==> config.mk <==
export PLATFORM = sky130hd
export DESIGN_NAME = multi_channel_integrating_debouncer_unit
export DESIGN_NICKNAME = d
export VERILOG_FILES = /design/src/rtl/mcid_pkg.sv /design/src/rtl/mcid_lane.sv /design/src/rtl/mcid_merge.sv /design/src/rtl/multi_channel_integrating_debouncer_unit.sv
export SDC_FILE = /design/constraint.sdc
export NUM_CORES = 1
export LEC_CHECK = 0
export BUFFER_PORTS_ARGS = -buffer_cell sky130_fd_sc_hd__buf_2
export CELL_PAD_IN_SITES_DETAIL_PLACEMENT = 0
export CELL_PAD_IN_SITES_GLOBAL_PLACEMENT = 1
export CORE_ASPECT_RATIO = 0.75
export CORE_MARGIN = 2
export CORE_UTILIZATION = 47
export CTS_CLUSTER_DIAMETER = 100
export DETAILED_ROUTE_END_ITERATION = 16
export GPL_TIMING_DRIVEN = 0
export PLACE_DENSITY = 0.84
export SETUP_SLACK_MARGIN = 0.5
export SYNTH_ARGS = -nofsm -noshare
export SYNTH_HDL_FRONTEND = slang
export SYNTH_SLANG_ARGS = --single-unit
==> constraint.sdc <==
create_clock -name clk -period 3.9 [get_ports clk]
set_input_delay 0.195 -clock clk [delete_from_list [all_inputs] [get_ports clk]]
set_output_delay 0.195 -clock clk [all_outputs]
set_load 0.01 [all_outputs]
==> src/rtl/mcid_pkg.sv <==
// Shared constants and types for the multi-channel integrating debouncer.
`default_nettype none
package mcid_pkg;

    localparam int CHANNELS     = 4;
    localparam int FIELD_W      = 4;
    localparam int COUNT_W      = 8;
    localparam int DATA_W       = 2 * FIELD_W;
    localparam int TDATA_W      = ((DATA_W + 7) / 8) * 8;

    localparam logic [COUNT_W-1:0] THRESH_RESET = COUNT_W'(8);
    localparam logic [COUNT_W-1:0] COUNT_MAX    = {COUNT_W{1'b1}};

    typedef struct packed {
        logic level;
        logic fall;
    } lane_out_t;

endpackage
`default_nettype wire

==> src/rtl/mcid_lane.sv <==
// One debounce channel: integrating counter, accepted level and sticky fall flag.
`default_nettype none
module mcid_lane
    import mcid_pkg::*;
(
    input  wire logic               clk,
    input  wire logic               rst_n,
    input  wire logic               en,
    input  wire logic               sample,
    input  wire logic               clr,
    input  wire logic [COUNT_W-1:0] threshold,
    output lane_out_t               result
);

    logic               level_reg;
    logic               level_next;
    logic               fall_reg;
    logic               fall_next;
    logic [COUNT_W-1:0] count_reg;
    logic [COUNT_W-1:0] count_next;
    logic [COUNT_W-1:0] count_step;
    logic               fall_base;

    always_comb
    begin
        fall_base = fall_reg & ~clr;
        if (sample != level_reg)
        begin
            count_step = (count_reg == COUNT_MAX) ? count_reg : count_reg + COUNT_W'(1);
        end
        else
        begin
            count_step = (count_reg != '0) ? count_reg - COUNT_W'(1) : count_reg;
        end
        if (count_step >= threshold)
        begin
            count_next = '0;
            level_next = sample;
            fall_next  = fall_base | (level_reg & ~sample);
        end
        else
        begin
            count_next = count_step;
            level_next = level_reg;
            fall_next  = fall_base;
        end
    end

    always_ff @(posedge clk or negedge rst_n)
    begin
        if (!rst_n)
        begin
            level_reg <= 1'b0;
            fall_reg  <= 1'b0;
            count_reg <= '0;
        end
        else if (en)
        begin
            level_reg <= level_next;
            fall_reg  <= fall_next;
            count_reg <= count_next;
        end
    end

    assign result.level = level_next;
    assign result.fall  = fall_next;

endmodule
`default_nettype wire

==> src/rtl/mcid_merge.sv <==
// Merge stage: packs the lane results into the registered output item.
`default_nettype none
module mcid_merge
    import mcid_pkg::*;
(
    input  wire logic                clk,
    input  wire logic                rst_n,
    input  wire logic                load,
    input  wire lane_out_t [FIELD_W-1:0] lanes,
    input  wire logic                m_tready,
    output logic                     m_tvalid,
    output logic [TDATA_W-1:0]       m_tdata
);

    logic               valid_reg;
    logic [FIELD_W-1:0] levels_reg;
    logic [FIELD_W-1:0] falls_reg;
    logic [FIELD_W-1:0] levels_next;
    logic [FIELD_W-1:0] falls_next;

    always_comb
    begin
        for (int i = 0; i < FIELD_W; i++)
        begin
            levels_next[i] = lanes[i].level;
            falls_next[i]  = lanes[i].fall;
        end
    end

    always_ff @(posedge clk or negedge rst_n)
    begin
        if (!rst_n)
        begin
            valid_reg <= 1'b0;
        end
        else if (load)
        begin
            valid_reg <= 1'b1;
        end
        else if (m_tready)
        begin
            valid_reg <= 1'b0;
        end
    end

    always_ff @(posedge clk)
    begin
        if (load)
        begin
            levels_reg <= levels_next;
            falls_reg  <= falls_next;
        end
    end

    assign m_tvalid = valid_reg;
    assign m_tdata  = TDATA_W'({falls_reg, levels_reg});

endmodule
`default_nettype wire

==> src/rtl/multi_channel_integrating_debouncer_unit.sv <==
// Top level of the multi-channel integrating switch debouncer.
//
// Usage: each input item on s_* is one sample tick with a raw bit and a
// fall-flag clear bit per switch channel. Every item yields exactly one
// output item on m_* with the debounced levels and sticky fall flags as
// they stand after that tick.
// m_tvalid rises in the cycle after input acceptance. Throughput: one item per
// cycle while s_tready is high; all channel lanes update in parallel in the
// cycle the item is accepted, and a single output register holds the result.
// s_tready is high while the output register is empty or is being taken, so
// a stalled receiver stops input after one pending item and nothing is lost.
// The threshold register is written through cfg_valid/cfg_ready/cfg_data;
// cfg_ready is always high. Reset clears all levels, counters and flags,
// empties the output register and sets the threshold to 8.
`default_nettype none
module multi_channel_integrating_debouncer_unit
    import mcid_pkg::*;
(
    input  wire logic               clk,
    input  wire logic               rst_n,
    input  wire logic               s_tvalid,
    output logic                    s_tready,
    input  wire logic [TDATA_W-1:0] s_tdata,    // raw_samples[3:0], clear_falls[7:4]
    output logic                    m_tvalid,
    input  wire logic               m_tready,
    output logic [TDATA_W-1:0]      m_tdata,    // stable_levels[3:0], fall_flags[7:4]
    input  wire logic               cfg_valid,
    output logic                    cfg_ready,
    input  wire logic [COUNT_W-1:0] cfg_data
);

    logic [COUNT_W-1:0]      threshold_reg;
    logic                    accept;
    logic [FIELD_W-1:0]      raw;
    logic [FIELD_W-1:0]      clr;
    lane_out_t [FIELD_W-1:0] lanes;

    assign cfg_ready = 1'b1;
    assign s_tready  = ~m_tvalid | m_tready;
    assign accept    = s_tvalid & s_tready;
    assign raw       = s_tdata[FIELD_W-1:0];
    assign clr       = s_tdata[DATA_W-1:FIELD_W];

    always_ff @(posedge clk or negedge rst_n)
    begin
        if (!rst_n)
        begin
            threshold_reg <= THRESH_RESET;
        end
        else if (cfg_valid)
        begin
            threshold_reg <= cfg_data;
        end
    end

    for (genvar ch = 0; ch < FIELD_W; ch++)
    begin : g_lane
        if (ch < CHANNELS)
        begin : g_used
            mcid_lane u_lane (
                .clk       (clk),
                .rst_n     (rst_n),
                .en        (accept),
                .sample    (raw[ch]),
                .clr       (clr[ch]),
                .threshold (threshold_reg),
                .result    (lanes[ch])
            );
        end
        else
        begin : g_unused
            assign lanes[ch] = '0;
        end
    end

    mcid_merge u_merge (
        .clk      (clk),
        .rst_n    (rst_n),
        .load     (accept),
        .lanes    (lanes),
        .m_tready (m_tready),
        .m_tvalid (m_tvalid),
        .m_tdata  (m_tdata)
    );

endmodule
`default_nettype wire
==> out/qor.csv, run 1 <==
metric;value;unit
outcome;complete, no violations;
io_pins;32;
cts_sinks;57;
fin_area;6260;um2
min_to;u_merge.m_tvalid;
synth_area;4870;um2
layout_common_cells;nand2_1 (50), dfrtp_1 (42), buf_4 (36), ha_1 (36), buf_2 (35);
firstDrtPassIters;5;
diodes;0;
r2r_start;g_lane[3].g_used.u_lane.level_reg;
synth_fp_nets;630;
p_total;5650;uW
antenna_found_initial;0;
crit_arrival;3480;ps
final.period_utilization;0.870;
htreeDepth;3;
clkSlewWorstSetupHoldPaths;50;ps
max_cap_violations;0;
rsz0062_at_grt;true;
drt-total-wl;14.3;mm
fp-row-count;32;
leakagePower;0.00266;uW
path_delay_family;simple AND/OR/NAND/NOR gates;
wl_per_cell;18.4;um
portBuffers;30;
fin_worst_skew;8.20;ps
r2r_slack;510;ps
max_freq;0.295;GHz
ys_seq_area_frac;0.302;
core-area;10200;um2
setup_viol;0;
power.density;903;nW/um2
final_common_cell;nand2_1;
dr_wl_met3;915;um
slew_headroom;0.210;
largest_reg_flops;32;
min_period;3390;ps
cts_root_buf;clkbuf_16;
viasPerCell;6.14;
area_growth;28.6;%
insertion_delay;340;ps
holdPathStages;2;
hold_start;s_tvalid;
synth_area_per_cell;8.68;um2
ant_nets;0;
wl_met2;6.58;mm
critPathMaxStageDelay;500;ps
ys_warn_count;0;
cts_hold_buf;0;
crit_path_cell_trace;ha_4 -> or4b_4 -> or3_4 -> o311ai_4 -> o311ai_2 -> ha_1 -> nand3_2 -> o31ai_4 -> buf_4 -> mux2_4;
cts_buffer_depth;2;
crit_fanout;6;
finalWeightedCongestion;0.918;
crit_buf_inv;1;
initial_utilization;0.479;
grt_pass1_vias;4406;
critical_path_class;register to register;
ys_types;77;
drcViolationCount;0;
highest_layer;met4;
drtIter0Drc;342;
peakVddDrop;0.000577;V
die_w;122;um
grt_usage;0.249;
cp-start-kind;register;
dpl.hpwl;9.54;mm
hold_violations;0;
synth_edf_count;8;
die_area;11200;um2
synthCells;561;
tightest_slew;1190;ps
vias;4766;
r2r_end;u_merge.levels_reg[3];
ys_async_sr_fraction;0.860;
synth_ff_type;dfrtp_1;
grt_pass1_wl;21.6;mm
slowest_stage;or4b_4;
grt_max_degree;50;
cts_buffers;9;
overflow;0;
ys_ff_latch;57;
die_h;92.1;um
drv_slew;0;
nNetsFinal;704;
placed_cell_area;5190;um2
endpoint_kind;register;
crit_required;3990;ps
wl_met1;6.53;mm
worst-r2r-cell-count;10;
cts_tree;built;
hold_path.class;input port to register;
drive_above_1_share;0.313;
## cell families (layout without fill, tap and decap cells)
logic type	after synthesis	in the layout	share of synthesized area
compound gates	174	174	0.252
mux	14	14	0.0301
simple gates	196	196	0.226
flops	57	57	0.302
fa+ha+maj	48	48	0.123
xor+xnor	5	5	0.00900
other cells	1	1	0.000770
buf+inv	66	145	0.0573
## final cells by class
cell class	instances	area, um2
fill	876	3910
multi-input combinational	438	3620
sequential	57	1480
timing repair buffer	63	402
clock buffer	10	229
buffer	33	171
tap	136	170
inverter	33	131
clock inverter	6	58.8
## through the flow
| stage | std cells | setup slack [ps] | hold slack [ps] | utilization | setup TNS [ps] |
|---|---|---|---|---|---|
| after floorplan | 561 | 517 | -101 | - | 0 |
| after global placement | 727 | 56.9 | 399 | 0.511 | 0 |
| after detailed placement | 727 | -32.7 | 420 | 0.511 | -69.0 |
| after CTS | 753 | 452 | 59.3 | 0.558 | 0 |
| after global routing | 776 | 397 | 84.7 | 0.615 | 0 |
| final | 776 | 508 | 67.7 | 0.615 | 0 |
## report_power, final
part	internal, uW	switching, uW
registers	837	200
logic	1780	2060
clock network	489	284
## synthesized netlist by cell type, types with 8 or more instances
| cell | number | share of area |
|---|---|---|
| nand2_1 | 52 | 0.040 |
| dfrtp_1 | 48 | 0.25 |
| ha_1 | 48 | 0.12 |
| o21ai_0 | 40 | 0.041 |
| inv_1 | 32 | 0.025 |
| a21oi_1 | 25 | 0.026 |
| nor2_1 | 24 | 0.019 |
| clkbuf_1 | 23 | 0.018 |
| a22o_1 | 21 | 0.038 |
| nor3_1 | 21 | 0.022 |
| a21o_1 | 12 | 0.019 |
| nand3_1 | 12 | 0.012 |
| nor4_1 | 10 | 0.013 |
| a31oi_1 | 9 | 0.012 |
| mux2i_1 | 9 | 0.019 |
| edfxtp_1 | 8 | 0.049 |
| nand2b_1 | 8 | 0.010 |
## timing repair
item	4_1_cts	5_1_grt
resized for setup	37	104
pin swaps	6	23
buffers inserted	10	23
endpoints found under the setup margin	45	48
## metal layers
layer	global-route usage	vias to the layer above
li1	-	2280
met4	0.0872	0
met5	0	-
met3	0.0547	26
met1	0.337	2280
met2	0.393	180
## worst max path at each step
| stage | from | endpoint | slack, ps | depth (start not counted) |
|---|---|---|---|---|
| floorplan | g_lane[1].g_used.u_lane.count_reg[0] | u_merge.levels_reg[1] | 520 | 13 |
| global placement | g_lane[3].g_used.u_lane.level_reg | g_lane[3].g_used.u_lane.count_reg[2] | 60 | 10 |
| detailed placement | g_lane[3].g_used.u_lane.count_reg[1] | g_lane[3].g_used.u_lane.count_reg[2] | -30 | 13 |
| CTS | g_lane[3].g_used.u_lane.level_reg | u_merge.levels_reg[3] | 450 | 9 |
| global route | g_lane[0].g_used.u_lane.count_reg[0] | g_lane[0].g_used.u_lane.count_reg[3] | 400 | 12 |
| finish | g_lane[3].g_used.u_lane.level_reg | u_merge.levels_reg[3] | 510 | 10 |
(Power assumes the default switching activity.)
==> inputs of run 2 (changes only) <==
- RECOVER_POWER: not set -> 50
==> out/qor.csv, run 2 (same netlist as run 1, synthesis figures left out) <==
metric;value;unit;change
r2r_start;g_lane[3].g_used.u_lane.level_reg;;
layout.area.seq;1480;um2;unchanged
overflow;0;;unchanged
max_freq;0.295;GHz;+0.12%
fin_worst_skew;8.16;ps;-0.0444 ps
setup_viol;0;;unchanged
cts_root_buf;clkbuf_16;;
finalWeightedCongestion;0.918;;unchanged
critPathMaxStageDelay;500;ps;about the same
hold_path.class;input port to register;;
violations;max-capacitance violations, max-slew violations;;
crit_path_cell_trace;ha_4 -> or4b_4 -> or3_4 -> o311ai_4 -> o311ai_2 -> ha_1 -> nand3_2 -> o31ai_4 -> buf_4 -> mux2_4;;
grt_pass1_vias;4406;;unchanged
placed_cell_area;5190;um2;unchanged
slew_headroom;-0.881;;-1.09
multi_input_area;3620;um2;unchanged
htreeDepth;3;;unchanged
cts_buffer_depth;2;;unchanged
final_common_cell;nand2_1;;
portBuffers;30;;unchanged
viasPerCell;6.13;;-0.21%
layout_common_cells;nand2_1 (50), dfrtp_1 (42), buf_4 (36), ha_1 (36), o21ai_0 (30);;
grt_pass1_wl;21.6;mm;unchanged
crit_fanout;6;;unchanged
antenna_found_initial;0;;unchanged
core-area;10200;um2;unchanged
drtIter0Drc;348;;+1.8%
cts_hold_buf;0;;unchanged
grt_usage;0.249;;unchanged
wl_per_cell;18.4;um;about the same
crit_required;3990;ps;about the same
hold_start;s_tvalid;;
met1_usage;0.337;;unchanged
cp-start-kind;register;;
rsz0062_at_grt;true;;
drcViolationCount;0;;unchanged
slowest_stage;or4b_4;;
r2r_end;u_merge.levels_reg[3];;
r2r_slack;510;ps;about the same
die_w;122;um;unchanged
initial_utilization;0.479;;unchanged
grt_max_degree;50;;unchanged
worst-r2r-cell-count;10;;unchanged
path_delay_family;simple AND/OR/NAND/NOR gates;;
io_pins;32;;unchanged
tightest_slew;2820;ps;+1640 ps
cts_tree;built;;
grt_util_met3;0.0547;;unchanged
final.period_utilization;0.869;;-0.00104
drive_above_1_share;0.297;;-0.0156
crit_arrival;3470;ps;about the same
vias;4756;;-0.21%
die_h;92.1;um;unchanged
holdPathStages;2;;unchanged
outcome;finished, violations left;;
nNetsFinal;704;;unchanged
endpoint_kind;register;;
met2_usage;0.393;;unchanged
cp.depth;10;;unchanged
leakagePower;0.00263;uW;-1.1%
hold_ws;68.1;ps;+0.369 ps
critical_path_class;register to register;;
n_fill_cell;884;;+0.91%
cts_sinks;57;;unchanged
min_to;u_merge.m_tvalid;;
drt-total-wl;14.3;mm;about the same
peakVddDrop;0.000577;V;about the same
die_area;11200;um2;unchanged
largest_reg_flops;32;;unchanged
dpl.hpwl;9.54;mm;unchanged
insertion_delay;340;ps;about the same
diodes;0;;unchanged
area_growth;28.3;%;
min_period;3390;ps;-4.07 ps
drv_slew;50;;+50
fp-row-count;32;;unchanged
crit_buf_inv;1;;unchanged
cts_buffers;9;;unchanged
fin_area;6240;um2;-0.20%
clkSlewWorstSetupHoldPaths;50;ps;about the same
firstDrtPassIters;5;;unchanged
max_cap_violations;1;;+1
busiest_layer;met2;;
power.density;904;nW/um2;about the same
hold_violations;0;;unchanged
ant_nets;0;;unchanged
run 2: cell count changes in the layout (fill, tap and decap cells not counted), sizes merged:
cell and change:
buf -10, clkbuf +10
run 2: worst max path at each step:
stage / slack (ps) / endpoint / startpoint
floorplan: 520 / u_merge.levels_reg[1] / g_lane[1].g_used.u_lane.count_reg[0]
global placement: 60 / g_lane[3].g_used.u_lane.count_reg[2] / g_lane[3].g_used.u_lane.level_reg
detailed placement: -30 / g_lane[3].g_used.u_lane.count_reg[2] / g_lane[3].g_used.u_lane.count_reg[1]
CTS: 450 / u_merge.levels_reg[3] / g_lane[3].g_used.u_lane.level_reg
global route: 400 / g_lane[0].g_used.u_lane.count_reg[3] / g_lane[0].g_used.u_lane.count_reg[0]
finish: 510 / u_merge.levels_reg[3] / g_lane[3].g_used.u_lane.level_reg
run 2: worst register-to-register path, stage by stage (launching register included):
cell      delay [ps]
dfrtp_1          420
ha_4             310
or4b_4           500
or3_4            410
o311ai_4          90
o311ai_2         170
ha_1             320
nand3_2           80
o31ai_4          380
buf_4            180
mux2_4           280
run 2: metrics by stage:
| stage | instances | worst slack (ps) | total power [uW] | TNS (ps) | utilization |
|---|---|---|---|---|---|
| 3_5_place_dp | 727 | -32.7 | 3760 | -69.0 | 0.511 |
| 5_1_grt | 776 | 397 | 6040 | 0 | 0.614 |
| 2_1_floorplan | 561 | 517 | 3110 | 0 | - |
| 3_3_place_gp | 727 | 56.9 | 3670 | 0 | 0.511 |
| 4_1_cts | 753 | 452 | 4830 | 0 | 0.558 |
| 6_report | 776 | 512 | 5650 | 0 | 0.614 |
run 2: routing by layer:
layer  part of all wire  wire length (um)
met1               0.46              6570
met2               0.46              6560
met3              0.062               890
met4              0.018               261
met5                  0                 0
run 2: cell type report:
cell class              count  area share
clock inverters             6     0.00942
plain buffers              33      0.0274
well taps                 136      0.0272
clock buffers              10      0.0367
repair buffers             63      0.0623
flip-flops and latches     57       0.236
multi-input cells         438       0.580
inverters                  33      0.0210
run 2: what timing repair did:
item	CTS	global route
gates resized for setup	37	104
endpoints found under the setup margin	45	48
setup buffers	10	23
pin swaps	6	23
run 2: power breakdown:
group	total [uW]	internal [uW]	switching [uW]
registers	1040	837	200
logic	3830	1770	2060
clock network	773	489	284
